==> config.mk <==
export PLATFORM = sky130hd
export DESIGN_NAME = polar_obstacle_gap_finder_flat
export DESIGN_NICKNAME = d
export VERILOG_FILES = /design/src/design/pgf_pkg.sv /design/src/design/pgf_intf.sv /design/src/design/pgf_ctrl.sv /design/src/design/pgf_dpath.sv /design/src/design/polar_obstacle_gap_finder.sv /design/src/flat_wrapper.sv
export SDC_FILE = /design/constraint.sdc
export NUM_CORES = 2
export LEC_CHECK = 0
export BUFFER_PORTS_ARGS = -buffer_cell sky130_fd_sc_hd__buf_2
export CORE_MARGIN = 2
export CORE_UTILIZATION = 40
export DETAILED_ROUTE_END_ITERATION = 10
export REMOVE_ABC_BUFFERS = 1
export SYNTH_ARGS = -nofsm -noshare
export SYNTH_HDL_FRONTEND = slang
export SYNTH_SLANG_ARGS = --single-unit
==> constraint.sdc <==
create_clock -name clk -period 5.9 [get_ports clk]
set_input_delay 0.59 -clock clk [delete_from_list [all_inputs] [get_ports clk]]
set_output_delay 0.59 -clock clk [all_outputs]
set_load 0.01 [all_outputs]
==> src/design/pgf_pkg.sv <==
package pgf_pkg;

	// Sector geometry
	localparam int SECTORS     = 36;
	localparam int MAX_RESULTS = 18;
	localparam int SEC_W       = $clog2(SECTORS);
	localparam int CNT_W       = $clog2(SECTORS + 1);
	localparam int RES_W       = $clog2(MAX_RESULTS + 1);

	// Angle arithmetic, 1/16 degree
	localparam int FULL_TURN = 5760;
	localparam int HALF_TURN = 2880;
	localparam int POS_W     = $clog2(FULL_TURN);
	localparam int PROD_W    = $clog2(FULL_TURN * SECTORS);

	// floor(x / FULL_TURN) by reciprocal; estimate is exact or one low
	localparam int RCP_SH = PROD_W + 5;
	localparam int RCP    = (1 << RCP_SH) / FULL_TURN;
	localparam int RCP_W  = $clog2(RCP + 1);

	// Field widths fixed by the interface
	localparam int ANG_W  = 14;
	localparam int DIST_W = 16;
	localparam int DIR_W  = 13;
	localparam int GAP_W  = 6;
	localparam int MASK_W = 3;
	localparam int CFG_AW = 2;
	localparam int CFG_DW = 16;

	// Register indexes
	localparam logic [CFG_AW-1:0] REG_MAX_RANGE = 2'd0;
	localparam logic [CFG_AW-1:0] REG_BLK_LEVEL = 2'd1;
	localparam logic [CFG_AW-1:0] REG_MASK_WID  = 2'd2;

	typedef logic signed [DIR_W-1:0] dir_t;
	typedef dir_t centre_tab_t [SECTORS];

	function automatic centre_tab_t centre_table();
		centre_tab_t t;
		for (int i = 0; i < SECTORS; i++) begin
			t[i] = dir_t'(((2 * i + 1) * HALF_TURN) / SECTORS - HALF_TURN);
		end
		return t;
	endfunction

	localparam centre_tab_t CENTRE = centre_table();

	typedef enum logic [3:0] {
		ST_IDLE,
		ST_MUL,
		ST_RCP,
		ST_FIX,
		ST_RD,
		ST_WR,
		ST_SWEEP,
		ST_DILATE,
		ST_WALK,
		ST_EMPTY,
		ST_CLEAR
	} state_t;

	typedef struct packed {
		logic load;
		logic mul;
		logic rcp;
		logic fix;
		logic rd;
		logic wr;
		logic sweep;
		logic dilate;
		logic walk;
		logic empty;
		logic clear;
	} cmd_t;

	typedef struct packed {
		logic scan_end;
		logic sweep_done;
		logic walk_done;
		logic empty_done;
	} stat_t;

endpackage

==> src/design/pgf_intf.sv <==
interface pgf_pt_if;
	logic                                  valid;
	logic                                  ready;
	logic signed [pgf_pkg::ANG_W-1:0]      angle_q;
	logic        [pgf_pkg::DIST_W-1:0]     distance_mm;
	logic                                  scan_end;

	modport source(output valid, angle_q, distance_mm, scan_end, input ready);
	modport sink(input valid, angle_q, distance_mm, scan_end, output ready);
endinterface

interface pgf_gap_if;
	logic                                  valid;
	logic                                  ready;
	logic signed [pgf_pkg::DIR_W-1:0]      direction_q;
	logic        [pgf_pkg::GAP_W-1:0]      gap_first;
	logic        [pgf_pkg::GAP_W-1:0]      gap_final;
	logic        [pgf_pkg::SECTORS-1:0]    blocked_map;
	logic                                  has_gap;
	logic                                  final_gap;

	modport source(output valid, direction_q, gap_first, gap_final, blocked_map,
		has_gap, final_gap, input ready);
	modport sink(input valid, direction_q, gap_first, gap_final, blocked_map,
		has_gap, final_gap, output ready);
endinterface

==> src/design/pgf_ctrl.sv <==
module pgf_ctrl (
	input  logic           clk,
	input  logic           arst_n,
	input  logic           in_valid,
	output logic           in_ready,
	input  pgf_pkg::stat_t stat,
	output pgf_pkg::cmd_t  cmd
);

	pgf_pkg::state_t state_q, state_d;

	always_ff @(posedge clk or negedge arst_n) begin
		if (!arst_n) begin
			state_q <= pgf_pkg::ST_IDLE;
		end else begin
			state_q <= state_d;
		end
	end

	always_comb begin
		state_d = state_q;
		unique case (state_q)
			pgf_pkg::ST_IDLE:   if (in_valid) state_d = pgf_pkg::ST_MUL;
			pgf_pkg::ST_MUL:    state_d = pgf_pkg::ST_RCP;
			pgf_pkg::ST_RCP:    state_d = pgf_pkg::ST_FIX;
			pgf_pkg::ST_FIX:    state_d = pgf_pkg::ST_RD;
			pgf_pkg::ST_RD:     state_d = pgf_pkg::ST_WR;
			pgf_pkg::ST_WR: begin
				state_d = stat.scan_end ? pgf_pkg::ST_SWEEP : pgf_pkg::ST_IDLE;
			end
			pgf_pkg::ST_SWEEP:  if (stat.sweep_done) state_d = pgf_pkg::ST_DILATE;
			pgf_pkg::ST_DILATE: state_d = pgf_pkg::ST_WALK;
			pgf_pkg::ST_WALK:   if (stat.walk_done) state_d = pgf_pkg::ST_EMPTY;
			pgf_pkg::ST_EMPTY:  if (stat.empty_done) state_d = pgf_pkg::ST_CLEAR;
			pgf_pkg::ST_CLEAR:  state_d = pgf_pkg::ST_IDLE;
			default:            state_d = pgf_pkg::ST_IDLE;
		endcase
	end

	always_comb begin
		cmd      = '0;
		in_ready = 1'b0;
		unique case (state_q)
			pgf_pkg::ST_IDLE: begin
				in_ready = 1'b1;
				cmd.load = in_valid;
			end
			pgf_pkg::ST_MUL:    cmd.mul    = 1'b1;
			pgf_pkg::ST_RCP:    cmd.rcp    = 1'b1;
			pgf_pkg::ST_FIX:    cmd.fix    = 1'b1;
			pgf_pkg::ST_RD:     cmd.rd     = 1'b1;
			pgf_pkg::ST_WR:     cmd.wr     = 1'b1;
			pgf_pkg::ST_SWEEP:  cmd.sweep  = 1'b1;
			pgf_pkg::ST_DILATE: cmd.dilate = 1'b1;
			pgf_pkg::ST_WALK:   cmd.walk   = 1'b1;
			pgf_pkg::ST_EMPTY:  cmd.empty  = 1'b1;
			pgf_pkg::ST_CLEAR:  cmd.clear  = 1'b1;
			default:            cmd        = '0;
		endcase
	end

endmodule

==> src/design/pgf_dpath.sv <==
module pgf_dpath (
	input  logic                                 clk,
	input  logic                                 arst_n,
	input  pgf_pkg::cmd_t                        cmd,
	output pgf_pkg::stat_t                       stat,
	input  logic signed [pgf_pkg::ANG_W-1:0]     in_angle,
	input  logic        [pgf_pkg::DIST_W-1:0]    in_dist,
	input  logic                                 in_end,
	input  logic                                 cfg_wen,
	input  logic        [pgf_pkg::CFG_AW-1:0]    cfg_addr,
	input  logic        [pgf_pkg::CFG_DW-1:0]    cfg_wdata,
	pgf_gap_if.source                            gaps
);

	localparam int S     = pgf_pkg::SECTORS;
	localparam int SW    = pgf_pkg::SEC_W;
	localparam int CW    = pgf_pkg::CNT_W;
	localparam int RW    = pgf_pkg::RES_W;
	localparam int PW    = pgf_pkg::PROD_W;
	localparam int MW    = pgf_pkg::PROD_W + pgf_pkg::RCP_W;
	localparam int WRP_W = pgf_pkg::ANG_W + 1;
	localparam logic signed [WRP_W-1:0] HALF_S = WRP_W'(pgf_pkg::HALF_TURN);
	localparam logic signed [WRP_W-1:0] FULL_S = WRP_W'(pgf_pkg::FULL_TURN);

	// circular dilation, up to seven sectors each side
	function automatic logic [S-1:0] dilate(input logic [S-1:0] r,
		input logic [pgf_pkg::MASK_W-1:0] w);
		logic [S-1:0] d;
		d = r;
		for (int k = 1; k < 8; k++) begin
			if (pgf_pkg::MASK_W'(k) <= w) begin
				d = d | (r << k) | (r >> (S - k)) | (r >> k) | (r << (S - k));
			end
		end
		return d;
	endfunction

	// configuration
	logic [15:0]                  max_q, lvl_q;
	logic [pgf_pkg::MASK_W-1:0]   mw_q;

	always_ff @(posedge clk or negedge arst_n) begin
		if (!arst_n) begin
			max_q <= 16'd1500;
			lvl_q <= 16'd525;
			mw_q  <= pgf_pkg::MASK_W'(1);
		end else if (cfg_wen) begin
			unique case (cfg_addr)
				pgf_pkg::REG_MAX_RANGE: max_q <= cfg_wdata;
				pgf_pkg::REG_BLK_LEVEL: lvl_q <= cfg_wdata;
				pgf_pkg::REG_MASK_WID:  mw_q  <= cfg_wdata[pgf_pkg::MASK_W-1:0];
				default: ;
			endcase
		end
	end

	// point binning
	logic signed [pgf_pkg::ANG_W-1:0]  ang_q;
	logic        [pgf_pkg::DIST_W-1:0] dist_q;
	logic                              end_q;
	logic        [15:0]                mag_q;
	logic                              ok_q;
	logic        [PW-1:0]              prod_q;
	logic        [CW-1:0]              qe_q;
	logic        [SW-1:0]              idx_q;

	logic signed [WRP_W-1:0]           ang_x, ang_w;
	logic        [pgf_pkg::POS_W-1:0]  pos;
	logic        [MW-1:0]              rp;
	logic        [PW-1:0]              rem;
	logic        [CW-1:0]              q_fix;

	always_comb begin
		ang_x = {ang_q[pgf_pkg::ANG_W-1], ang_q};
		if (ang_x < -HALF_S) begin
			ang_w = ang_x + FULL_S;
		end else if (ang_x >= HALF_S) begin
			ang_w = ang_x - FULL_S;
		end else begin
			ang_w = ang_x;
		end
		pos   = pgf_pkg::POS_W'(ang_w + HALF_S);
		rp    = MW'(prod_q) * MW'(pgf_pkg::RCP);
		rem   = prod_q - PW'(qe_q * pgf_pkg::FULL_TURN);
		q_fix = (rem >= PW'(pgf_pkg::FULL_TURN)) ? qe_q + CW'(1) : qe_q;
		if (q_fix >= CW'(S)) q_fix = CW'(S - 1);
	end

	always_ff @(posedge clk) begin
		if (cmd.load) begin
			ang_q  <= in_angle;
			dist_q <= in_dist;
			end_q  <= in_end;
		end
		if (cmd.mul) begin
			prod_q <= PW'(pos * S);
			mag_q  <= max_q - dist_q;
			ok_q   <= (dist_q != '0) && (dist_q <= max_q);
		end
		if (cmd.rcp) qe_q  <= CW'(rp >> pgf_pkg::RCP_SH);
		if (cmd.fix) idx_q <= q_fix[SW-1:0];
	end

	// sector peak store; valid bits make an unwritten entry read as zero
	logic [15:0]   peak_mem [S];
	logic [15:0]   rd_data_q;
	logic          vld_rd_q;
	logic [S-1:0]  vld_q;
	logic [CW-1:0] sw_q;
	logic [SW-1:0] rd_addr;
	logic          rd_en, wr_en;
	logic [15:0]   peak_old;

	assign rd_addr  = cmd.sweep ? sw_q[SW-1:0] : idx_q;
	assign rd_en    = cmd.rd || (cmd.sweep && (sw_q < CW'(S)));
	assign peak_old = vld_rd_q ? rd_data_q : 16'd0;
	assign wr_en    = cmd.wr && ok_q && (mag_q > peak_old);

	always_ff @(posedge clk) begin
		if (wr_en) peak_mem[idx_q] <= mag_q;
		if (rd_en) rd_data_q <= peak_mem[rd_addr];
	end

	always_ff @(posedge clk or negedge arst_n) begin
		if (!arst_n) begin
			vld_q    <= '0;
			vld_rd_q <= 1'b0;
		end else begin
			if (rd_en) vld_rd_q <= vld_q[rd_addr];
			if (cmd.clear) begin
				vld_q <= '0;
			end else if (wr_en) begin
				vld_q[idx_q] <= 1'b1;
			end
		end
	end

	// sweep: threshold each sector, shift into the raw map
	logic [S-1:0] raw_q, dil_q;

	always_ff @(posedge clk or negedge arst_n) begin
		if (!arst_n) begin
			sw_q <= '0;
		end else if (cmd.load) begin
			sw_q <= '0;
		end else if (cmd.sweep) begin
			sw_q <= sw_q + CW'(1);
		end
	end

	always_ff @(posedge clk) begin
		if (cmd.sweep && (sw_q != '0)) begin
			raw_q <= {vld_rd_q && (rd_data_q > lvl_q), raw_q[S-1:1]};
		end
		if (cmd.dilate) dil_q <= dilate(raw_q, mw_q);
	end

	// linear walk for free runs
	logic [SW-1:0] pos_q, beg_q;
	logic          open_q;
	logic [RW-1:0] cnt_q;

	logic          blk, open_now, last_pos, run_end, need, stall, step, more, slot_free;
	logic [SW-1:0] beg_now, last_sec;
	logic [SW:0]   mid_sum;
	logic [S-1:0]  above;
	logic          emit_run, emit_none;

	always_comb begin
		slot_free = !gaps.valid || gaps.ready;
		blk       = dil_q[pos_q];
		open_now  = open_q || !blk;
		beg_now   = open_q ? beg_q : pos_q;
		last_pos  = pos_q == SW'(S - 1);
		run_end   = open_now && (blk || last_pos);
		last_sec  = blk ? pos_q - SW'(1) : pos_q;
		need      = run_end && (cnt_q < RW'(pgf_pkg::MAX_RESULTS));
		stall     = need && !slot_free;
		step      = cmd.walk && !stall;
		above     = {S{1'b1}} << (pos_q + 1);
		more      = |(~dil_q & above);
		mid_sum   = ({1'b0, beg_now} + {1'b0, last_sec}) >> 1;
		emit_run  = step && need;
		emit_none = cmd.empty && (cnt_q == '0) && slot_free;
	end

	always_ff @(posedge clk or negedge arst_n) begin
		if (!arst_n) begin
			pos_q  <= '0;
			beg_q  <= '0;
			open_q <= 1'b0;
			cnt_q  <= '0;
		end else if (cmd.dilate) begin
			pos_q  <= '0;
			beg_q  <= '0;
			open_q <= 1'b0;
			cnt_q  <= '0;
		end else if (step) begin
			pos_q  <= pos_q + SW'(1);
			beg_q  <= beg_now;
			open_q <= open_now && !run_end;
			if (need) cnt_q <= cnt_q + RW'(1);
		end
	end

	// output register
	logic                             out_vld_q;
	logic signed [pgf_pkg::DIR_W-1:0] dir_q;
	logic [pgf_pkg::GAP_W-1:0]        first_q, final_q;
	logic [S-1:0]                     map_q;
	logic                             has_q, fin_q;

	always_ff @(posedge clk or negedge arst_n) begin
		if (!arst_n) begin
			out_vld_q <= 1'b0;
		end else if (emit_run || emit_none) begin
			out_vld_q <= 1'b1;
		end else if (gaps.ready) begin
			out_vld_q <= 1'b0;
		end
	end

	always_ff @(posedge clk) begin
		if (emit_run) begin
			dir_q   <= pgf_pkg::CENTRE[mid_sum[SW-1:0]];
			first_q <= pgf_pkg::GAP_W'(beg_now);
			final_q <= pgf_pkg::GAP_W'(last_sec);
			map_q   <= dil_q;
			has_q   <= 1'b1;
			fin_q   <= !more || (cnt_q == RW'(pgf_pkg::MAX_RESULTS - 1));
		end else if (emit_none) begin
			dir_q   <= '0;
			first_q <= '0;
			final_q <= '0;
			map_q   <= dil_q;
			has_q   <= 1'b0;
			fin_q   <= 1'b1;
		end
	end

	assign gaps.valid       = out_vld_q;
	assign gaps.direction_q = dir_q;
	assign gaps.gap_first   = first_q;
	assign gaps.gap_final   = final_q;
	assign gaps.blocked_map = map_q;
	assign gaps.has_gap     = has_q;
	assign gaps.final_gap   = fin_q;

	assign stat.scan_end   = end_q;
	assign stat.sweep_done = sw_q == CW'(S);
	assign stat.walk_done  = last_pos && !stall;
	assign stat.empty_done = (cnt_q != '0) || slot_free;

endmodule

==> src/design/polar_obstacle_gap_finder.sv <==
// Polar obstacle gap finder.
// points: one lidar point per beat (angle_q in 1/16 deg, distance_mm, scan_end).
// gaps:   one free run of sectors per beat, walked from sector 0 upward; a scan
//         with no free sector gives a single beat with has_gap low. final_gap
//         marks the last beat of a scan.
// cfg:    write port (cfg_wen, cfg_addr, cfg_wdata); write only while idle.
// Steps:  a point passes through wrap and multiply, reciprocal divide,
//         correction, store read and store write-back before the next ready.
//         On scan_end follow the store sweep, dilation, the walk (held by any
//         output stall) and the empty check and clear that close the scan;
//         the first gap beat shows in the cycle after the walk reaches the end
//         of that run.
// Reset:  store valid bits cleared at once (no clearing pass), registers back
//         to 1500 / 525 / 1, no result pending.
// Stall:  a result waits in the output register; the walk stops at the next
//         run end until that beat is taken. Points are taken only while idle.
module polar_obstacle_gap_finder (
	input  logic                              clk,
	input  logic                              arst_n,
	pgf_pt_if.sink                            points,
	pgf_gap_if.source                         gaps,
	input  logic                              cfg_wen,
	input  logic [pgf_pkg::CFG_AW-1:0]        cfg_addr,
	input  logic [pgf_pkg::CFG_DW-1:0]        cfg_wdata
);

	pgf_pkg::cmd_t  cmd;
	pgf_pkg::stat_t stat;
	logic           in_ready;

	assign points.ready = in_ready;

	// sequencer: binning steps, sweep, dilation, walk, close-out
	pgf_ctrl u_ctrl (
		.clk      (clk),
		.arst_n   (arst_n),
		.in_valid (points.valid),
		.in_ready (in_ready),
		.stat     (stat),
		.cmd      (cmd)
	);

	// datapath: sector store, threshold map, run finder, output register
	pgf_dpath u_dpath (
		.clk       (clk),
		.arst_n    (arst_n),
		.cmd       (cmd),
		.stat      (stat),
		.in_angle  (points.angle_q),
		.in_dist   (points.distance_mm),
		.in_end    (points.scan_end),
		.cfg_wen   (cfg_wen),
		.cfg_addr  (cfg_addr),
		.cfg_wdata (cfg_wdata),
		.gaps      (gaps)
	);

endmodule

==> src/flat_wrapper.sv <==
// flat-port wrapper written by rule: the top's interface ports become plain ports
module polar_obstacle_gap_finder_flat 
  (clk, arst_n, cfg_wen, cfg_addr, cfg_wdata, points_valid, points_angle_q, points_distance_mm, points_scan_end, points_ready, gaps_valid, gaps_direction_q, gaps_gap_first, gaps_gap_final, gaps_blocked_map, gaps_has_gap, gaps_final_gap, gaps_ready);
  pgf_pt_if points_i ();
  pgf_gap_if gaps_i ();
  input  logic clk;
  input  logic arst_n;
  input  logic cfg_wen;
  input  logic [pgf_pkg::CFG_AW-1:0] cfg_addr;
  input  logic [pgf_pkg::CFG_DW-1:0] cfg_wdata;
  input wire logic [$bits(points_i.valid)-1:0] points_valid;
  input wire logic [$bits(points_i.angle_q)-1:0] points_angle_q;
  input wire logic [$bits(points_i.distance_mm)-1:0] points_distance_mm;
  input wire logic [$bits(points_i.scan_end)-1:0] points_scan_end;
  output wire logic [$bits(points_i.ready)-1:0] points_ready;
  output wire logic [$bits(gaps_i.valid)-1:0] gaps_valid;
  output wire logic [$bits(gaps_i.direction_q)-1:0] gaps_direction_q;
  output wire logic [$bits(gaps_i.gap_first)-1:0] gaps_gap_first;
  output wire logic [$bits(gaps_i.gap_final)-1:0] gaps_gap_final;
  output wire logic [$bits(gaps_i.blocked_map)-1:0] gaps_blocked_map;
  output wire logic [$bits(gaps_i.has_gap)-1:0] gaps_has_gap;
  output wire logic [$bits(gaps_i.final_gap)-1:0] gaps_final_gap;
  input wire logic [$bits(gaps_i.ready)-1:0] gaps_ready;
  assign points_i.valid = points_valid;
  assign points_i.angle_q = points_angle_q;
  assign points_i.distance_mm = points_distance_mm;
  assign points_i.scan_end = points_scan_end;
  assign points_ready = points_i.ready;
  assign gaps_valid = gaps_i.valid;
  assign gaps_direction_q = gaps_i.direction_q;
  assign gaps_gap_first = gaps_i.gap_first;
  assign gaps_gap_final = gaps_i.gap_final;
  assign gaps_blocked_map = gaps_i.blocked_map;
  assign gaps_has_gap = gaps_i.has_gap;
  assign gaps_final_gap = gaps_i.final_gap;
  assign gaps_i.ready = gaps_ready;
  polar_obstacle_gap_finder u_core (.clk(clk), .arst_n(arst_n), .points(points_i), .gaps(gaps_i), .cfg_wen(cfg_wen), .cfg_addr(cfg_addr), .cfg_wdata(cfg_wdata));
endmodule
# == Word level (Yosys, flattened, before mapping) ==
# Memory sizes are Yosys's and may differ from the RTL's. A register that Yosys moved wholly into a read port is not among the register bits.
# Cells that the tools add are included.
# W data, S select, Z words.
# totals
regBits,312
ramBits,576
mem_bits_ro,832
inputBits,54
output_inout_bits,65
wordCells,237
mem_count,2
# mem_list
name,depth,width,rd,rd_clocked_by_memory_dff,wr,line,source
(no name shown),64,13,1,0,0,pgf_dpath.sv:225,dir_q <= pgf_pkg::CENTRE[mid_sum[SW-1:0]];
u_core.u_dpath.peak_mem,36,16,1,1,1,pgf_dpath.sv:105,logic [15:0] peak_mem [S];
# classes
add_sub_neg,12
multipliers,3
order_cmp,21
eq_ne,19
shift,1
mux,72
n_bitwise,32
n_reduce_logical,47
# op_table
operator,n
$mux W36,17
$or A36 B36 Y36,15
$mux W13,6
$mux W6,13
$pmux W4 S10,1
$and A36 B36 Y36,1
$not A36 Y36,1
$or A36 B1 Y36,1
$or A36 B2 Y36,1
$or A36 B29 Y36,1
$or A36 B3 Y36,1
$or A36 B30 Y36,1
$or A36 B31 Y36,1
$or A36 B32 Y36,1
$or A36 B33 Y36,1
$or A36 B34 Y36,1
$or A36 B35 Y36,1
$or A36 B4 Y36,1
$or A36 B5 Y36,1
$or A36 B6 Y36,1
$or A36 B7 Y36,1
$reduce_or A36 Y1,1
$shl A36 B7 Y36 const A,1
$gt A16 B16 Y1,2
55 further kinds,135

# == Depth between registers and ports, before layout ==
# logic_depth
word_depth,41
ltp_mapped,20
mapped_depth_nobuf,20

# == By module ==
# Synthesis repeated with hierarchy kept, for this count alone.
# hier_totals
hier_cells,3109
area_unflattened_um2,43289.0
# modules_own_cells
module,n_inst,cells_per_inst,area_per_inst_um2,seq_area_each_um2
pgf_dpath,1,3070,42966.2,26425.3
pgf_ctrl,1,39,322.8,100.1

# == Least setup slack after synthesis ==
# OpenSTA, ideal clock, no wires.
# synth_timing
kind,reg2reg
start,register u_core.u_dpath.qe_q[2]
end,"register u_core.u_dpath.idx_q[0], data pin"
setup_time_ps,268
arrival_ps,4636
t_required_ps,5632
setup_slack_ps,997
stages_incl_launch_ff,20
path_buffers,0
period_less_slack_ps,4903
cell_sequence,edfxtp_1 ha_1 ha_1 fa_1 ha_1 fa_1 a21o_1 a21oi_1 xnor2_1 ha_1 o21a_1 nor2_1 xnor2_1 nor2b_1 mux2i_1 a211oi_1 a31oi_1 mux2_2 o311ai_1 nand2_1
# synth_between
elab_chain_len,5
elab_cells_between_ends,6
classes_between,add/sub (2); mul (1); order compare (2); mux (1)
# synth_lines
element,line,source
from (decl),pgf_dpath.sv:64,logic [CW-1:0] qe_q;
from (signal assigned),pgf_dpath.sv:100,if (cmd.rcp) qe_q <= CW'(rp >> pgf_pkg::RCP_SH);
$mul A6 B6 Y11,pgf_dpath.sv:84,rem = prod_q - PW'(qe_q * pgf_pkg::FULL_TURN);
$sub A18 B18 Y18,pgf_dpath.sv:84,
$ge A18 B13 Y1,pgf_dpath.sv:85,q_fix = (rem >= PW'(pgf_pkg::FULL_TURN)) ? qe_q + CW'(1) : qe_q;
$mux W6 *,pgf_dpath.sv:85,
$ge A6 B6 Y1,pgf_dpath.sv:86,if (q_fix >= CW'(S)) q_fix = CW'(S - 1);
to (signal assigned),pgf_dpath.sv:101,if (cmd.fix) idx_q <= q_fix[SW-1:0];
to (decl),pgf_dpath.sv:65,logic [SW-1:0] idx_q;
# Mark *: on every way between the ends. The rest lies on a longest branch, timed or not.
# A chain may end at the register's enable or synchronous reset.

# == Final worst setup path ==
# layout_timing
start,register u_core.u_dpath.pos_q[0]
end,"register u_core.u_dpath.dir_q (netlist bit u_core.u_dpath.gaps.direction_q[9]), data pin"
# layout_between
elab_cells_between_ends,21
classes_between,add/sub (2); eq/ne (1); mux (7); bitwise (1); reduce/logical (9); memory (1)
# layout_lines
element,line,source
from (decl),pgf_dpath.sv:159,"logic [SW-1:0] pos_q, beg_q;"
from (signal assigned),pgf_dpath.sv:199,pos_q <= pos_q + SW'(1);
$bmux W1 S6,pgf_dpath.sv:171,blk = dil_q[pos_q];
$mux W1 (not written as such),pgf_dpath.sv:171,
$mux W6 *,pgf_dpath.sv:176,last_sec = blk ? pos_q - SW'(1) : pos_q;
via u_core.u_dpath.last_sec[5],pgf_dpath.sv:164,"logic [SW-1:0] beg_now, last_sec;"
$add A6 B6 Y7 *,pgf_dpath.sv:182,"mid_sum = ({1'b0, beg_now} + {1'b0, last_sec}) >> 1;"
$not A6 Y7 (not written as such) *,pgf_dpath.sv:225,
$mem_v2 Z64 W13 *,n/a,
$mux W13 (not written as such) * (2 in series),pgf_dpath.sv:225,
$mux W13 *,pgf_dpath.sv:224,if (emit_run) begin
to (signal assigned),pgf_dpath.sv:225,
to (decl),pgf_dpath.sv:208,logic signed [pgf_pkg::DIR_W-1:0] dir_q;
# Mark *: on every way through the listed nets, which the timed path passes. The rest lies on a longest branch. The select of a mux whose other input is x is not followed.

==> flow_summary_export.csv <==
group,metric,value,unit
route,wirelength,106500,um
synth,async_flop_share,11.22,%
worst_setup_path,worstPathMaxFanout,17,
hold_path,min_path_cells,1,
floorplan,die_w,332.5,um
floorplan,dieHeight,332.5,um
synth,synth_simple_gate_area_share,8.472,%
place,post-place-ws,0.5769,ns
route,first_iter_violations,3108,
sta,setup_viol,0,
synth,synth_ff_type,"edfxtp_1",
clocking,cts_tree,"done",
synth,ys_ff_latch,900,
outcome,status,"completed",
sta,timing.fmax,185.9,MHz
layout,stdcell_area,48870,um^2
floorplan,core-area,107100,um^2
worst_setup_path,reg2reg_depth,17,
clocking,post_cts_resized,0,
clocking,numCtsBuffers,93,
floorplan,dieArea,110600,um^2
synth,synth_area,43170,um^2
hold_path,min_to,"u_core.u_dpath.dist_q[11]$_DFFE_PP_",
synth,ys_seq_area_share,61.45,%
clocking,clk_pin_slew,0.06,ns
sta,finalCritPeriodShare,91.17,%
sta,setup_tns,0,ns
clocking,clock_latency,0.69,ns
route,wl_per_cell,22.71,um
power_and_ir_drop,p_leak,0.01728,uW
worst_setup_path,cp-start-kind,"flip-flop",
layout,drive_above_1_share,18.60,%
sta,finalCriticalPeriod,5.379,ns
hold_path,min_path_type,"in2reg",
place,port_buffers,114,
power_and_ir_drop,peakVddDrop,733.7,uV
global_route,grt_start_max_net_pins,67,
global_route,grt_usage,19.21,%
worst_setup_path,worstSetupPathType,"reg2reg",
layout,antenna_cells,0,
global_route,overflow,0,
synth,synth_fa_ha_area_share,7.078,%
worst_setup_path,reg2reg_slack,0.52,ns
worst_setup_path,worstSetupEndpointType,"flip-flop",
global_route,first_global_vias,25890,
floorplan,io_pins,119,
place,postPlaceCellArea,45770,um^2
clocking,cts_setup_buffers,0,
place,dp_hpwl,66240,um
sta,slew_violations,0,
synth,synth-xor-area-share,1.478,%
clocking,cts_buffer_depth,3,
synth,ys_types,81,
floorplan,initial_core_util,40.32,%
sta,worstMarginPinSlew,1.266,ns
synth,synthCells,3100,
clocking,htree_levels,3,
clocking,cts.sinks,900,
layout,most-common-layout-cells,"edfxtp_1, nand2_1, o21ai_0",
route,vias,26580,
sta,worst_slack,0.5210,ns
layout,nNetsFinal,3478,
worst_setup_path,r2r-end,"u_core.u_dpath.gaps.direction_q[9]$_SDFFCE_PN0P_",
layout,area_growth,13.21,%
run,drv_cap,0,
clocking,clockRootBuffer,"clkbuf_16",
hold_path,worstHoldStart,"points_distance_mm[11]",
synth,synthMuxAreaShare,9.921,%
synth,synth_edf_count,798,
route,drc_errors,0,
power_and_ir_drop,finalPower,28250,uW
worst_setup_path,worst_ep_arrival_time,5.79,ns
sta,rsz0062_at_grt,"false",
route,via_per_inst,5.670,
floorplan,fp-row-count,120,
synth,synth_compound_area_share,8.281,%
sta,skew,0.04073,ns
layout,final_common_cell,"edfxtp_1",
synth,avgSynthCellArea,13.93,um^2
sta,slew_headroom,15.58,%
synth,synth_top_family_by_area,"multiplexers",
place,gp_congestion,0.8621,
global_route,grt_pass1_wl,162900,um
route,drtAntennaViolNets,0,
global_route,antenna_found_initial,5,
sta,hold_viol,0,
worst_setup_path,required,6.31,ns
clocking,cts_hold_buf,1,
synth,ys_warn_count,0,
worst_setup_path,worstReg2RegStart,"u_core.u_dpath.pos_q[0]$_DFFE_PN0P_",
power_and_ir_drop,p_per_area,578.1,nW/um^2
route,drt_pass1_iterations,5,
[state kept, by name (all words and copies together), names as in the netlist, 36 cells and up]
signal                           flops
u_core.u_dpath.vld_q                36
u_core.u_dpath.gaps.blocked_map     36
u_core.u_dpath.peak_mem            576
u_core.u_dpath.raw_q                36
u_core.u_dpath.dil_q                36
[layout make-up]
cell class | count | area [um^2]
Inverter | 170 | 639.4
Timing Repair Buffer | 197 | 1311
Clock inverter | 47 | 503.0
Fill cell | 9416 | 58180
Clock buffer | 125 | 2590
Sequential cell | 900 | 26530
Tap cell | 1403 | 1755
Multi-Input combinational cell | 1846 | 15550
[critical path, stage by stage (launching register included)]
cell and delay (ns):
dfrtp_1 0.79, mux4_1 0.39, a22oi_1 0.08, a41o_1 0.26, or2_1 0.35, inv_1 0.15
nand2_1 0.09, or3_1 0.36, or3_1 0.34, xnor2_1 0.15, ha_1 0.35, inv_1 0.15
nor3_1 0.07, a2111oi_0 0.72, o311ai_4 0.34, xnor2_1 0.19, o21ai_0 0.22, a221oi_2 0.09
[per-layer routing]
metal	GRT usage [%]	vias up	routed length (um)
li1	-	12020	-
met1	27.88	13410	47150
met2	29.75	1009	49200
met3	3.562	142	7704
met4	5.029	0	2420
met5	0	-	0
[power breakdown]
part	total (uW)	internal (uW)	switching, uW
Sequential	8750	8140	608
Combinational	13600	5810	7800
Clock	5890	3370	2520
Total	28300	17300	10900
[metrics by stage]
step                util (%)  hold WS [ns]  std cells
floorplan                  -        0.2944       2916
global placement       42.75        0.4358       4515
detailed placement     42.75        0.4460       4515
CTS                    45.65       0.01099       4688
global route           45.65       0.02521       4688
finish                 45.65       0.06767       4688
[cells in the mapped netlist, drive strengths merged, types with 47 or more instances]
library cell / n / area share, %
nand3: 121 / 1.4
nor3: 49 / 0.57
buf: 57 / 0.70
fa: 47 / 2.2
nor2: 157 / 1.4
o21ai: 249 / 2.9
edfxtp: 798 / 56
nor4: 48 / 0.70
ha: 169 / 4.9
clkbuf: 130 / 1.1
a21oi: 86 / 1.0
dfrtp: 89 / 5.2
mux4: 160 / 8.4
xnor2: 49 / 0.99
nand2: 256 / 2.2
inv: 169 / 1.5
[cell families (layout without fill, tap and decap cells)]
logic type,count (synthesis),after routing
AOI/OAI and AO/OA,562,562
xor gates and xnor gates,72,72
adders and majority gates,216,216
buffers and inverters,357,539
DFF,900,900
muxes,220,220
other,1,4
and+or+nand+nor,772,772
[how the worst max path moves through the flow]
stage	startpoint	end	slack (ns)	depth (start not counted)
6_report	u_core.u_dpath.pos_q[0]$_DFFE_PN0P_	u_core.u_dpath.gaps.direction_q[9]$_SDFFCE_PN0P_	0.52	17
4_1_cts	u_core.u_dpath.pos_q[0]$_DFFE_PN0P_	u_core.u_dpath.gaps.direction_q[9]$_SDFFCE_PN0P_	0.55	17
5_1_grt	u_core.u_dpath.pos_q[0]$_DFFE_PN0P_	u_core.u_dpath.gaps.direction_q[9]$_SDFFCE_PN0P_	0.22	17
3_5_place_dp	u_core.u_dpath.pos_q[0]$_DFFE_PN0P_	u_core.u_dpath.gaps.direction_q[10]$_SDFFCE_PN0P_	0.58	16
3_3_place_gp	u_core.u_dpath.qe_q[2]$_DFFE_PP_	u_core.u_dpath.idx_q[0]$_SDFFCE_PP1P_	0.68	19
2_1_floorplan	u_core.u_ctrl.state_q[2]$_DFFE_PN0P_	u_core.u_dpath.vld_rd_q$_DFFE_PN0P_	-12.45	8
Note: power is estimated with default switching activity, not from simulation.
